--- src/rtl/rvq_pkg.sv ---
// ----------------------------------------------------------------------------
// rvq_pkg
// Types, codes and constants shared by the sorted run queue modules.
// ----------------------------------------------------------------------------
package rvq_pkg;

  localparam int unsigned SLOTS_DEF = 64;
  localparam int unsigned RT_W      = 64;
  localparam int unsigned SLOT_W    = 6;
  localparam int unsigned TICK_W    = 20;
  localparam int unsigned QCNT_W    = 7;

  localparam logic [1:0]        NICE_DEF   = 2'd3;
  localparam logic [TICK_W-1:0] TICKS_ZERO = TICK_W'(10);
  localparam logic [3:0]        WEIGHT_N1  = 4'd10;
  localparam logic [3:0]        WEIGHT_N2  = 4'd7;
  localparam logic [3:0]        WEIGHT_N3  = 4'd5;

  typedef enum logic [2:0] {
    CMD_CREATE  = 3'd0,
    CMD_WAKE    = 3'd1,
    CMD_CHARGE  = 3'd2,
    CMD_REMOVE  = 3'd3,
    CMD_PICK    = 3'd4,
    CMD_SETNICE = 3'd5
  } cmd_e;

  typedef enum logic [1:0] {
    ST_OK      = 2'd0,
    ST_EMPTY   = 2'd1,
    ST_IGNORED = 2'd2,
    ST_BADNICE = 2'd3
  } status_e;

  typedef enum logic [2:0] {
    FSM_IDLE,
    FSM_READ,
    FSM_EXEC,
    FSM_DIV,
    FSM_RIPPLE,
    FSM_INSERT,
    FSM_DONE
  } fsm_e;

  typedef struct packed {
    logic [2:0]        cmd;
    logic [SLOT_W-1:0] slot;
    logic              align_to_head;
    logic [TICK_W-1:0] elapsed_ticks;
    logic [2:0]        new_nice;
  } in_t;

  typedef struct packed {
    logic [1:0]        status;
    logic [SLOT_W-1:0] picked_slot;
    logic [RT_W-1:0]   slot_runtime;
    logic [QCNT_W-1:0] queue_count;
  } out_t;

  // One entry of the sorted chain.
  typedef struct packed {
    logic              valid;
    logic [SLOT_W-1:0] slot;
    logic [RT_W-1:0]   key;
  } cell_t;

  // Broadcast from the controller to every cell.
  typedef struct packed {
    logic              ins;
    logic              pop;
    logic              rem;
    logic              shift;
    logic [SLOT_W-1:0] slot;
    logic [RT_W-1:0]   key;
  } cell_ctrl_t;

  function automatic logic [3:0] weight_of(input logic [1:0] n);
    case (n)
      2'd1:    weight_of = WEIGHT_N1;
      2'd2:    weight_of = WEIGHT_N2;
      default: weight_of = WEIGHT_N3;
    endcase
  endfunction

endpackage

--- src/rtl/rvq_cell.sv ---
// ----------------------------------------------------------------------------
// rvq_cell
// One position of the sorted queue: holds a slot and its key, inserts in
// place by a local compare, and closes a hole by taking its right neighbor.
// ----------------------------------------------------------------------------
module rvq_cell (
  input  logic               clk_i,
  input  logic               rst_ni,
  input  rvq_pkg::cell_ctrl_t ctrl_i,
  input  logic               is_head_i,
  input  logic               prev_le_i,
  input  rvq_pkg::cell_t     prev_i,
  input  rvq_pkg::cell_t     next_i,
  input  logic               hole_prev_i,
  output logic               le_o,
  output logic               hole_o,
  output rvq_pkg::cell_t     cell_o
);
  import rvq_pkg::*;

  cell_t cell_q, cell_d;
  logic  hole_q, hole_d;

  // Entries ahead of the insertion point hold their key at or below the new one.
  assign le_o   = cell_q.valid && (cell_q.key <= ctrl_i.key);
  assign hole_o = hole_q;
  assign cell_o = cell_q;

  always_comb begin
    cell_d = cell_q;
    hole_d = hole_q;
    if (ctrl_i.ins) begin
      if (!le_o) begin
        if (prev_le_i) begin
          cell_d = '{valid: 1'b1, slot: ctrl_i.slot, key: ctrl_i.key};
        end else begin
          cell_d = prev_i;
        end
      end
    end else if (ctrl_i.shift) begin
      if (hole_q) begin
        cell_d = next_i;
      end
      hole_d = hole_prev_i;
    end else if ((ctrl_i.pop && is_head_i) ||
                 (ctrl_i.rem && cell_q.valid && (cell_q.slot == ctrl_i.slot))) begin
      hole_d = 1'b1;
    end
  end

  always_ff @(posedge clk_i or negedge rst_ni) begin
    if (!rst_ni) begin
      cell_q <= '0;
      hole_q <= 1'b0;
    end else begin
      cell_q <= cell_d;
      hole_q <= hole_d;
    end
  end

endmodule

--- config.mk ---
export PLATFORM = sky130hd
export DESIGN_NAME = rvq_cell
export DESIGN_NICKNAME = d
export VERILOG_FILES = /design/src/rtl/rvq_pkg.sv /design/src/rtl/rvq_cell.sv
export SDC_FILE = /design/constraint.sdc
export NUM_CORES = 1
export LEC_CHECK = 0
export BUFFER_PORTS_ARGS = -buffer_cell sky130_fd_sc_hd__buf_2
export CORE_UTILIZATION = 47
export DETAILED_ROUTE_END_ITERATION = 8
export MAX_ROUTING_LAYER = met4
export PLACE_DENSITY = 0.88
export SYNTH_ARGS = -nofsm -noshare
export SYNTH_HDL_FRONTEND = slang
export SYNTH_SLANG_ARGS = --single-unit
--- constraint.sdc ---
create_clock -name clk_i -period 2.9 [get_ports clk_i]
set_input_delay 0.145 -clock clk_i [delete_from_list [all_inputs] [get_ports clk_i]]
set_output_delay 0.145 -clock clk_i [all_outputs]
set_load 0.01 [all_outputs]
# == Word level (Yosys, flattened, before mapping) ==
# Cells that the tools add are included.
# classes
n_lt_le_gt_ge,1
n_eq_ne,2
mux,7
bitwise,1
n_reduce_logical,10
# ops
cell,n
2-to-1 mux 71 bit,5
<= comparator 64 bit,1
equality test 6 bit,1
nonzero test 2 bit,3
logical AND 1 bit,4
AND reduction 3 bit,1
2-to-1 mux 1 bit,2
"inequality test 2 bit, second input constant",1
AND reduction 2 bit,1
logical OR 1 bit,1
inverter 1 bit,1
# totals
ff_bits,72
inputBits,221
output_inout_bits,73
wordCells,25

# == Logic depth before layout (Yosys ltp) ==
# logic_depth
depth_word,5
mapped_depth,11
mapped_depth_nobuf,9

# == Least setup slack after synthesis ==
# Ideal clock, no wire load.
# synth_path
kind,register -> register
start,"reg cell_q, in the netlist cell_o[14]"
end,"reg cell_q, in the netlist cell_o[36]"
setup_time_ns,0.121
t_arrival_ns,2.456
required_time_ns,2.779
slack_ns,0.323
path_stages_with_launch,11
n_path_buf,2
period_less_slack_ns,2.577
cell_sequence,dfrtp_1 > ha_1 > nand4_1 > or4_1 > a21o_1 > a31oi_1 > or4_4 > a31oi_4 > buf_6 > buf_6 > a22o_1
# synth_via
elab_chain_cells,4
# synth_lines
item,line,source
from (decl),rvq_cell.sv:21,"cell_t cell_q, cell_d;"
from (signal assigned),rvq_cell.sv:56,cell_q <= cell_d;
<= comparator 64 bit,rvq_cell.sv:25,assign le_o = cell_q.valid && (cell_q.key <= ctrl_i.key);
logical AND 1 bit,rvq_cell.sv:25,
inequality test 2 bit (no line),-,
AND reduction 3 bit (no line),-,
# No other way between the ends.
# A chain may end at the register's enable or synchronous reset.

# == Worst setup path in the final report ==
# layout_path
start,"reg cell_q, in the netlist cell_o[47]"
end,"reg cell_q, in the netlist cell_o[27]"
# The elaborated chain is that of the path after synthesis.

==> impl_metrics.csv <==
group,metric,value,unit
grt,met1_usage,33.38,%
logic_synthesis,yosys.area_share.adder,13.66,%
place,io_buffer_count,293,
floorplan,num_rows,40,
final_layout,fin_area,8038,um^2
timing,setup_viol,0,
worst_setup_path,crit_path_end_kind,"flip-flop",
clocking,cts_sinks,72,
grt,track_usage,28.98,%
logic_synthesis,synthTopCellsByCount,"a21oi_1 (169), dfrtp_1 (72), mux2i_1 (70), a22o_1 (69), inv_1 (67)",
final_layout,nFillCells,973,
route,ant_nets,0,
route,via_per_inst,5.584,
worst_setup_path,worstPathArrival,3.06,ns
logic_synthesis,ys_warn_count,0,
logic_synthesis,synth.most_common_cell,"a21oi_1",
grt,grt_first_pass_wirelength,28620,um
timing,fin_crit_sh,98.24,%
route,num_vias,6215,
timing,maxSlewViolCount,0,
route,firstDrtPassIters,4,
clocking,htreeDepth,3,
worst_setup_path,r2r-end,"cell_o[27]",
timing,layout_setup_ws,0.05109,ns
logic_synthesis,synth-async-reset-ratio,100.0,%
floorplan,die_w,113.7,um
logic_synthesis,synthFlopType,"dfrtp_1",
worst_setup_path,crit_required,3.11,ns
timing,fin_worst_skew,0.006623,ns
floorplan,dieArea,12920,um^2
worst_setup_path,regToRegSetupSlack,0.05,ns
logic_synthesis,synthMuxAreaShare,12.15,%
route,wl_per_cell,16.54,um
worst_setup_path,startpoint,"cell_o[47]",
timing,max_slew_margin,37.86,%
logic_synthesis,synth_cell_type_count,41,
place,place_ws,-0.07382,ns
hold_path,min-delay-path-class,"in -> reg",
final_layout,multi_input_area,3770,um^2
run_status,status,"finished clean",
worst_setup_path,r2r_cells,11,
floorplan,initial_utilization,48.60,%
pwr,power,5576,uW
worst_setup_path,crit_end,"cell_o[27]",
grt,grt_pass1_vias,6089,
logic_synthesis,ys_top_cells_by_area,"dfrtp_1 (31%), a21oi_1 (14%), ha_1 (14%)",
clocking,path_clk_slew,0.06,ns
grt,grt-ovfl-total,0,
logic_synthesis,synth.avg_cell_area,8.868,um^2
timing,finalHoldViolations,0,
place,hpwl,13870,um
logic_synthesis,synth_seq_cells,72,
worst_setup_path,start_kind,"flip-flop",
grt,grt_max_degree,148,
logic_synthesis,yosys.area_share.simple,6.275,%
clocking,cts_tree,"built",
logic_synthesis,synth_top_area_cell,"dfrtp_1",
logic_synthesis,yosysTopAreaCellShare,30.74,%
flow_run,max_cap_viol_count,0,
floorplan,ios,294,
timing,fmax,351.0,MHz
logic_synthesis,synth_top_family_by_area,"compound AO/OA/AOI/OAI gates",
worst_setup_path,path_max_fanout,38,
final_layout,regArea,1802,um^2
logic_synthesis,synth_nets,946,
clocking,cts-root-buf,"clkbuf_16",
timing,post-route-min-period,2.849,ns
timing,tightest_slew,0.9322,ns
grt,grt.met2_usage,49.84,%
logic_synthesis,synth-xor-area-share,0.8965,%
clocking,cts_made_buffers,9,
final_layout,area_growth,37.12,%
floorplan,dieHeight,113.7,um
grt,antenna_found_initial,0,
place,placed_cell_area,7512,um^2
worst_setup_path,path_class,"reg -> reg",
logic_synthesis,synth_compound_area_share,28.45,%
final_layout,layout-drive-gt1-share,37.25,%
logic_synthesis,seq_area_frac_synth,30.74,%
worst_setup_path,r2r-start,"cell_o[47]",
route,wirelength,18410,um
logic_synthesis,synth_edf_count,0,
clocking,cts_buffer_depth,2,
final_layout,final_util,66.64,%
route,remaining_drc_errors,0,
final_layout,nets,1225,
final_layout,n_antenna_cell,0,
pwr,p_leak,0.004273,uW
logic_synthesis,synth_area,5862,um^2
floorplan,core_area,12060,um^2
pwr,powerDensity,693.7,nW/um^2
logic_synthesis,synth_cells,661,
pwr,vdd_drop_max,0.2910,mV
route,drt_iter0_markers,317,
clocking,worstSkewPairLatency,0.33,ns
grt,gr-usage-met3,4.038,%
grt,grt_busiest_layer,"met2",
place,place_congestion,0.8224,
-- cell usage in the layout, fill, tap and decap left out, types with 3 or more instances in the layout --
master / instances
buf_2: 289
a21oi_1: 165
dfrtp_1: 72
mux2i_1: 70
a22o_1: 69
inv_1: 67
ha_1: 58
nand2_1: 24
buf_4: 17
nand4_1: 15
o21ai_0: 10
clkbuf_16: 9
nand3_1: 6
ha_4: 6
buf_12: 6
nor3_1: 5
nor2_1: 5
xnor2_1: 4
a21oi_2: 4
a221oi_2: 3
-- power breakdown --
group | internal [uW] | switching, uW
sequential | 1390 | 375
clock | 711 | 410
combinational | 1280 | 1410
-- worst max-delay path, cell delays in order, from the launching register on --
cell,delay (ns)
dfrtp_1,0.41
ha_1,0.33
nand4_1,0.13
buf_4,0.17
nor4_4,0.28
buf_4,0.16
nand4_1,0.18
a31oi_2,0.28
or4_4,0.19
a31oi_4,0.11
buf_12,0.24
a22o_1,0.25
-- registers in the layout (all words and copies together), names as in the netlist --
name	cells
hole_o	1
cell_o	71
-- routing by layer --
layer  part of all wire [%]  up-vias
li1                       -     3013
met1                     42     2900
met2                     50      260
met3                    5.2       42
met4                    3.2        0
met5                      0        -
-- cell families after synthesis --
group	after synthesis
AO/OA/AOI/OAI	267
buffers and inverters	112
flip-flops	72
multiplexers	71
AND/OR/NAND/NOR	69
adder cells (fa/ha/maj)	64
XOR/XNOR	6
-- repair_timing --
action,CTS,global route
buffers inserted,1,7
hold buffers,1,0
gates cloned,0,0
pin swaps,7,7
endpoints found under the setup margin,70,70
hold endpoints to repair,19,0
resized for setup,5,17
-- worst min-delay path by stage --
stage | slack [ns] | cells after the start | endpoint | from
floorplan | -0.15 | 0 | cell_o[0] | rst_ni
global placement | 0.34 | 1 | cell_o[20] | rst_ni
detailed placement | 0.35 | 1 | cell_o[20] | rst_ni
CTS | 0.05 | 2 | hole_o | hole_prev_i
global route | 0.06 | 2 | hole_o | hole_prev_i
finish | 0.07 | 2 | cell_o[70] | prev_i[70]
-- per-stage QoR --
stage,setup TNS (ns),std cells,hold WS (ns)
5_1_grt,-0.1024,1113,0.05782
6_report,0,1113,0.07049
2_1_floorplan,0,661,-0.1506
3_5_place_dp,-3.898,1088,0.3480
3_3_place_gp,0,1088,0.3353
4_1_cts,0,1106,0.05480
-- area by class of cell --
type / count / share of cell area, %
clock inverter: 3 / 0.4981
timing repair buffer: 313 / 21.20
tap: 168 / 2.615
multi-input combinational: 477 / 46.90
clock buffer: 13 / 3.238
sequential: 72 / 22.42
inverter: 67 / 3.129
Power figures use the tool's default switching activity.
