$ cat src/rtl/rvq_pkg.sv
// ----------------------------------------------------------------------------
// rvq_pkg
// Types, codes and constants shared by the sorted run queue modules.
// ----------------------------------------------------------------------------
package rvq_pkg;

  localparam int unsigned SLOTS_DEF = 64;
  localparam int unsigned RT_W      = 64;
  localparam int unsigned SLOT_W    = 6;
  localparam int unsigned TICK_W    = 20;
  localparam int unsigned QCNT_W    = 7;

  localparam logic [1:0]        NICE_DEF   = 2'd3;
  localparam logic [TICK_W-1:0] TICKS_ZERO = TICK_W'(10);
  localparam logic [3:0]        WEIGHT_N1  = 4'd10;
  localparam logic [3:0]        WEIGHT_N2  = 4'd7;
  localparam logic [3:0]        WEIGHT_N3  = 4'd5;

  typedef enum logic [2:0] {
    CMD_CREATE  = 3'd0,
    CMD_WAKE    = 3'd1,
    CMD_CHARGE  = 3'd2,
    CMD_REMOVE  = 3'd3,
    CMD_PICK    = 3'd4,
    CMD_SETNICE = 3'd5
  } cmd_e;

  typedef enum logic [1:0] {
    ST_OK      = 2'd0,
    ST_EMPTY   = 2'd1,
    ST_IGNORED = 2'd2,
    ST_BADNICE = 2'd3
  } status_e;

  typedef enum logic [2:0] {
    FSM_IDLE,
    FSM_READ,
    FSM_EXEC,
    FSM_DIV,
    FSM_RIPPLE,
    FSM_INSERT,
    FSM_DONE
  } fsm_e;

  typedef struct packed {
    logic [2:0]        cmd;
    logic [SLOT_W-1:0] slot;
    logic              align_to_head;
    logic [TICK_W-1:0] elapsed_ticks;
    logic [2:0]        new_nice;
  } in_t;

  typedef struct packed {
    logic [1:0]        status;
    logic [SLOT_W-1:0] picked_slot;
    logic [RT_W-1:0]   slot_runtime;
    logic [QCNT_W-1:0] queue_count;
  } out_t;

  // One entry of the sorted chain.
  typedef struct packed {
    logic              valid;
    logic [SLOT_W-1:0] slot;
    logic [RT_W-1:0]   key;
  } cell_t;

  // Broadcast from the controller to every cell.
  typedef struct packed {
    logic              ins;
    logic              pop;
    logic              rem;
    logic              shift;
    logic [SLOT_W-1:0] slot;
    logic [RT_W-1:0]   key;
  } cell_ctrl_t;

  function automatic logic [3:0] weight_of(input logic [1:0] n);
    case (n)
      2'd1:    weight_of = WEIGHT_N1;
      2'd2:    weight_of = WEIGHT_N2;
      default: weight_of = WEIGHT_N3;
    endcase
  endfunction

endpackage

$ cat src/rtl/rvq_div.sv
// ----------------------------------------------------------------------------
// rvq_div
// Restoring divider of the runtime by a small weight, one quotient bit a cycle.
// ----------------------------------------------------------------------------
module rvq_div (
  input  logic                     clk_i,
  input  logic                     rst_ni,
  input  logic                     start_i,
  input  logic [rvq_pkg::RT_W-1:0] dividend_i,
  input  logic [3:0]               divisor_i,
  output logic                     done_o,
  output logic [rvq_pkg::RT_W-1:0] quot_o
);
  import rvq_pkg::*;

  localparam int unsigned CNT_W = $clog2(RT_W + 1);

  logic [RT_W-1:0]  quot_q, quot_d;
  logic [3:0]       rem_q, rem_d, dvs_q;
  logic [CNT_W-1:0] cnt_q, cnt_d;
  logic             busy_q, busy_d;
  logic [4:0]       trial;

  assign trial  = {rem_q, quot_q[RT_W-1]};
  assign done_o = busy_q && (cnt_q == CNT_W'(1));
  assign quot_o = quot_d;

  always_comb begin
    quot_d = quot_q;
    rem_d  = rem_q;
    cnt_d  = cnt_q;
    busy_d = busy_q;
    if (start_i) begin
      quot_d = dividend_i;
      rem_d  = '0;
      cnt_d  = CNT_W'(RT_W);
      busy_d = 1'b1;
    end else if (busy_q) begin
      if (trial >= {1'b0, dvs_q}) begin
        rem_d  = 4'(trial - {1'b0, dvs_q});
        quot_d = {quot_q[RT_W-2:0], 1'b1};
      end else begin
        rem_d  = trial[3:0];
        quot_d = {quot_q[RT_W-2:0], 1'b0};
      end
      cnt_d = cnt_q - CNT_W'(1);
      if (cnt_q == CNT_W'(1)) begin
        busy_d = 1'b0;
      end
    end
  end

  always_ff @(posedge clk_i or negedge rst_ni) begin
    if (!rst_ni) begin
      busy_q <= 1'b0;
      cnt_q  <= '0;
    end else begin
      busy_q <= busy_d;
      cnt_q  <= cnt_d;
    end
  end

  always_ff @(posedge clk_i) begin
    quot_q <= quot_d;
    rem_q  <= rem_d;
    if (start_i) begin
      dvs_q <= divisor_i;
    end
  end

endmodule

$ cat config.mk
export PLATFORM = sky130hd
export DESIGN_NAME = rvq_div
export DESIGN_NICKNAME = d
export VERILOG_FILES = /design/src/rtl/rvq_pkg.sv /design/src/rtl/rvq_div.sv
export SDC_FILE = /design/constraint.sdc
export NUM_CORES = 1
export LEC_CHECK = 0
export ABC_AREA = 1
export BUFFER_PORTS_ARGS = -buffer_cell sky130_fd_sc_hd__buf_4
export CAP_MARGIN = 25
export CORE_UTILIZATION = 54
export CTS_BUF_LIST = sky130_fd_sc_hd__clkbuf_8
export CTS_CLUSTER_SIZE = 40
export DETAILED_ROUTE_END_ITERATION = 12
export GPL_TIMING_DRIVEN = 1
export PLACE_DENSITY_LB_ADDON = 0.12
export SETUP_SLACK_MARGIN = 0.1
export SLEW_MARGIN = 0
export SYNTH_ARGS = -nofsm -noshare
export SYNTH_HDL_FRONTEND = slang
export SYNTH_SLANG_ARGS = --single-unit
$ cat constraint.sdc
create_clock -name clk_i -period 3.69 [get_ports clk_i]
set_clock_uncertainty 0.15 [all_clocks]
set_input_delay 0.1845 -clock clk_i [delete_from_list [all_inputs] [get_ports clk_i]]
set_output_delay 0.1845 -clock clk_i [all_outputs]
set_load 0.01 [all_outputs]
Word-level counts from Yosys, hierarchy flattened
Cells that the tools add are included.
{"block": "word_totals", "ff_bits": 80, "in_bits": 71, "output_inout_bits": 65}
{"block": "op_classes", "n_addsub": 2, "order_cmp": 1, "n_eq_ne": 1, "mux": 9, "n_reduce_logical": 2}
{"operator": "$mux W64", "count": 2}
{"operator": "$mux W7", "count": 2}
{"operator": "$eq A7 B1 Y1 const B", "count": 1}
{"operator": "$sub A7 B1 Y7 const B", "count": 1}
{"operator": "$ge A5 B4 Y1", "count": 1}
{"operator": "$mux W1", "count": 4}
{"operator": "$mux W4", "count": 1}
{"operator": "$sub A4 B4 Y4", "count": 1}
{"operator": "$reduce_bool A2 Y1", "count": 1}
{"operator": "$logic_and A1 B1 Y1", "count": 1}

Longest topological paths before layout
{"block": "depth", "word_depth": 4, "mapped_depth": 11, "ltp_nobuf": 11}

Least setup slack after synthesis
No wires, ideal clock.
{"block": "synth_path", "path_kind": "register to output", "startpoint": "register dvs_q[2]", "endpoint": "output quot_o[0] (netlist bit)", "arrival_ps": 1257, "t_required_ps": 3355, "path_slack_ps": 2099, "path_stages_with_launch": 9, "path_cell_list": "edfxtp_1 inv_1 ha_1 a21oi_1 nand2_1 nand2_1 nand2_1 o21ai_1 inv_1"}
{"block": "synth_between", "elab_chain_len": 4}
{"element": "from (decl)", "line": "rvq_div.sv:19", "source": "logic [3:0] rem_q, rem_d, dvs_q;"}
{"element": "from (signal assigned)", "line": "rvq_div.sv:67", "source": "dvs_q <= divisor_i;"}
{"element": "$ge A5 B4 Y1", "line": "rvq_div.sv:39", "source": "if (trial >= {1'b0, dvs_q}) begin"}
{"element": "$mux W1", "line": "rvq_div.sv:39"}
{"element": "$mux W64", "line": "rvq_div.sv:38", "source": "end else if (busy_q) begin"}
{"element": "$mux W64", "line": "rvq_div.sv:33", "source": "if (start_i) begin"}
{"element": "to (decl)", "line": "rvq_div.sv:12", "source": "output logic [rvq_pkg::RT_W-1:0] quot_o"}
No other way between the ends.

Final worst setup path
{"block": "layout_path", "startpoint": "register busy_q", "endpoint": "output quot_o[53] (netlist bit)"}
{"block": "layout_between", "elab_chain_len": 2}
{"element": "from (decl)", "line": "rvq_div.sv:21", "source": "logic busy_q, busy_d;"}
{"element": "from (signal assigned)", "line": "rvq_div.sv:58", "source": "busy_q <= busy_d;"}
{"element": "$mux W64", "line": "rvq_div.sv:38"}
{"element": "$mux W64", "line": "rvq_div.sv:33"}
No other way between the ends.

==> impl_results.md <==
- Final non-filler cell area: 5280 um2
- Yosys warning count: 0
- Worst EP arrival: ~2.2 ns
- Avg Inst Size Synth: 9.00 um2
- Element type at the critical path end: output port
- Number of nets with antenna violations after detailed routing: 0
- Deepest level of the CTS H-tree: 3
- Result of the run: completed
- Length of the first detailed-routing pass in iterations: 4
- Maximum buffer depth of the clock tree: 2
- Clock input transition at the sequential cells of the worst setup and hold paths: 0.07 ns
- Maximum frequency from static timing analysis: 390 MHz
- Average wire per standard cell: 15.7 um
- Post-detailed-routing wire length: 10400 um
- Final critical-path required period: 2.57 ns
- Global-route wire length before repair: 15300 um
- Count of cell types in the netlist: 27
- CTS Root Cell: sky130_fd_sc_hd__clkbuf_8
- Worst Setup Start Kind: flop
- Global-route usage over all layers: a little under a third
- Standby leakage power: 2.58 nW
- Count of clock tree sinks: 80
- Skew-Pair Late Insertion Delay: 0.34 ns
- Total inserted antenna cells: 0
- VDD IR-drop max: 0.000321 V
- Pin count of the biggest net entering global routing: 46
- Fillcell total: 312
- Area taken by multi-input logic gates: between 1000 and 1500 um2
- Number of antenna violations at the first check in global routing: 0
- Placeable core region: 6030 um2
- Netlist Area Pre-Place: ~3400 um2
- Sequential Area: 1680 um2
- Floorplan die height: 81.9 um
- Worst Hold Slack: approximately 0.065 ns
- Slew headroom: a little under 50%
- Critical path required time: 3.36 ns
- TritonCTS Buffers: 9
- Setup TNS: 0 ns
- Total count of hold-check failures in the final report: 0
- Critical path peak fanout: 40
- Row count: 28
- Core occupancy in the finished layout: a little under 90%
- Port bufs: 135
- Die Footprint: 6710 um2
- Area after detailed placement: 4430 um2
- Initial Util: 57.2%
- Maxcap violations: 0
- Ratio of total power to cell area: 433 nW/um2
- Path category of the worst min-delay check: input port to async pin
- # Post-CTS Setup Buffers: 0
- Number of register bits inferred by synthesis: 80
- Final Slew Violations: 0
- Layout Area Growth over Synthesis: 53.1%
- Total design power: roughly 2.3 mW
- Aggregate global routing overflow: 0
- DR vias: 3534
- Worst setup path class: flop to output port
- Share of the yosys chip area belonging to registers: 48.8%
- HPWL after detailed placement: 6160 um
- Die span in x: between 80 and 90 um
- Detailed-route vias per instance: 5.35
- CTS tree: done
- Final setup viols: 0
- Share of the clock period used by the worst path after layout: between 60% and 70%
- Final Wtd Congestion: 0.824
- Gate Count Post-Synth: 383
- Transition time at the pin with the least slew margin: ~0.77 ns
- DR DRC count: 0
- Fraction of final layout cells with drive strength greater than 1: 30.2%
- Number of top-level pins: around 140
- Via count of the first global-routing pass: 3370
- Setup repair after global routing missed its margin: false
- Number of design-rule violations left by the first detailed-router iteration: 183
- Net count of the mapped netlist: 461
- Number of nets in the finished design: 659
cells in the final DEF (no fill, tap or decap):
cell / count
sky130_fd_sc_hd__or2_2: 1
sky130_fd_sc_hd__clkinv_2: 2
sky130_fd_sc_hd__clkbuf_8: 10
sky130_fd_sc_hd__nand2_1: 92
sky130_fd_sc_hd__dfxtp_1: 68
sky130_fd_sc_hd__o21ai_0: 4
sky130_fd_sc_hd__ha_1: 6
sky130_fd_sc_hd__nor2_4: 1
sky130_fd_sc_hd__o21ai_1: 2
sky130_fd_sc_hd__o22ai_1: 1
sky130_fd_sc_hd__nand4_1: 1
sky130_fd_sc_hd__inv_1: 81
sky130_fd_sc_hd__o221ai_2: 18
sky130_fd_sc_hd__buf_4: 140
sky130_fd_sc_hd__inv_4: 1
sky130_fd_sc_hd__nor2_2: 1
sky130_fd_sc_hd__o21a_1: 1
sky130_fd_sc_hd__dlygate4sd3_1: 68
sky130_fd_sc_hd__nor4_1: 1
sky130_fd_sc_hd__o221ai_1: 45
sky130_fd_sc_hd__dfrtp_1: 8
sky130_fd_sc_hd__edfxtp_1: 4
sky130_fd_sc_hd__fa_1: 1
sky130_fd_sc_hd__nor2_1: 10
sky130_fd_sc_hd__nand3_1: 8
sky130_fd_sc_hd__inv_2: 3
sky130_fd_sc_hd__a21oi_1: 6
sky130_fd_sc_hd__nor3_1: 2
cells by family after synthesis:
family | after synthesis | synth area share [%]
AND/OR/NAND/NOR | 117 | 13.6
buffers and inverters | 102 | 13.5
AO/OA/AOI/OAI | 77 | 21.4
adder cells (fa/ha/maj) | 7 | 2.76
flip-flops | 80 | 48.8
synthesized netlist by cell type:
master	instances	area, um2
sky130_fd_sc_hd__a21oi_1	6	30.0
sky130_fd_sc_hd__buf_2	5	25.0
sky130_fd_sc_hd__buf_4	2	15.0
sky130_fd_sc_hd__buf_6	9	101
sky130_fd_sc_hd__clkbuf_1	5	18.8
sky130_fd_sc_hd__dfrtp_1	8	200
sky130_fd_sc_hd__dfxtp_1	68	1360
sky130_fd_sc_hd__edfxtp_1	4	120
sky130_fd_sc_hd__fa_1	1	20.0
sky130_fd_sc_hd__ha_1	6	75.1
sky130_fd_sc_hd__inv_1	78	293
sky130_fd_sc_hd__inv_2	3	11.3
sky130_fd_sc_hd__nand2_1	92	345
sky130_fd_sc_hd__nand3_1	8	40.0
sky130_fd_sc_hd__nand4_1	1	6.26
sky130_fd_sc_hd__nor2_1	10	37.5
sky130_fd_sc_hd__nor2_2	1	6.26
sky130_fd_sc_hd__nor2_4	1	11.3
sky130_fd_sc_hd__nor3_1	2	10.0
sky130_fd_sc_hd__nor4_1	1	6.26
sky130_fd_sc_hd__o21a_1	1	7.51
sky130_fd_sc_hd__o21ai_0	4	20.0
sky130_fd_sc_hd__o21ai_1	2	10.0
sky130_fd_sc_hd__o221ai_1	45	394
sky130_fd_sc_hd__o221ai_2	18	270
sky130_fd_sc_hd__o22ai_1	1	6.26
sky130_fd_sc_hd__or2_2	1	6.26
worst max-delay path, stage by stage, from the launching register on:
cell,delay (ns)
sky130_fd_sc_hd__dfrtp_1,0.43
sky130_fd_sc_hd__nor2_2,0.10
sky130_fd_sc_hd__inv_2,0.58
sky130_fd_sc_hd__buf_4,0.36
sky130_fd_sc_hd__o221ai_1,0.22
sky130_fd_sc_hd__buf_4,0.20
worst paths after layout:
| kind | from | end | slack, ns | cells after the start |
|---|---|---|---|---|
| max in group asynchronous | rst_ni | cnt_q[6]$_DFFE_PN0P_ | 3.20 | 2 |
| worst max-delay path | busy_q$_DFF_PN0_ | quot_o[53] | 1.12 | 5 |
| worst min-delay path | rst_ni | cnt_q[2]$_DFFE_PN0P_ | 0.06 | 2 |
| worst min register to register | rem_q[1]$_SDFFE_PP0P_ | rem_q[1]$_SDFFE_PP0P_ | 0.34 | 2 |
| worst max register to register | busy_q$_DFF_PN0_ | quot_q[53]$_DFF_P_ | 1.68 | 4 |
| min in group clk_i | dividend_i[0] | quot_q[0]$_DFF_P_ | 0.09 | 5 |
report_power, final:
part           internal (mW)  total (mW)  switching [mW]  leakage (nW)
combinational          0.322       0.696           0.374          1.78
clock                  0.254       0.553           0.299         0.100
sequential             0.988        1.04          0.0508         0.707
per-stage QoR:
stage                     instances  setup WS [ns]
after floorplan                 383           2.10
after global placement          577           1.50
after detailed placement        577           1.47
after CTS                       661           1.17
after global routing            661           1.01
final                           661           1.12
sequential cells by signal, indices dropped and copies added (netlist names):
name    count
quot_q     64
busy_q      1
dvs_q       4
cnt_q       7
rem_q       4
per-layer routing:
layer	global-route usage, %	routed length (um)
met5	0	0
met4	13.7	227
met3	5.78	684
met2	56.9	5510
met1	33.9	3980
final cells by class:
class / count / area share, %
timing repair buffer: 208 / 32.8
multi-input combinational: 201 / 24.7
tap: 75 / 1.78
clock inverter: 6 / 0.521
clock buffer: 10 / 2.61
sequential: 80 / 31.9
inverter: 81 / 5.76
repair_timing:
action,in CTS,in global routing
gates resized for setup,0,0
hold buffers,68,0
hold endpoints to repair,75,0
No activity file was read; power rests on OpenSTA's default activity.
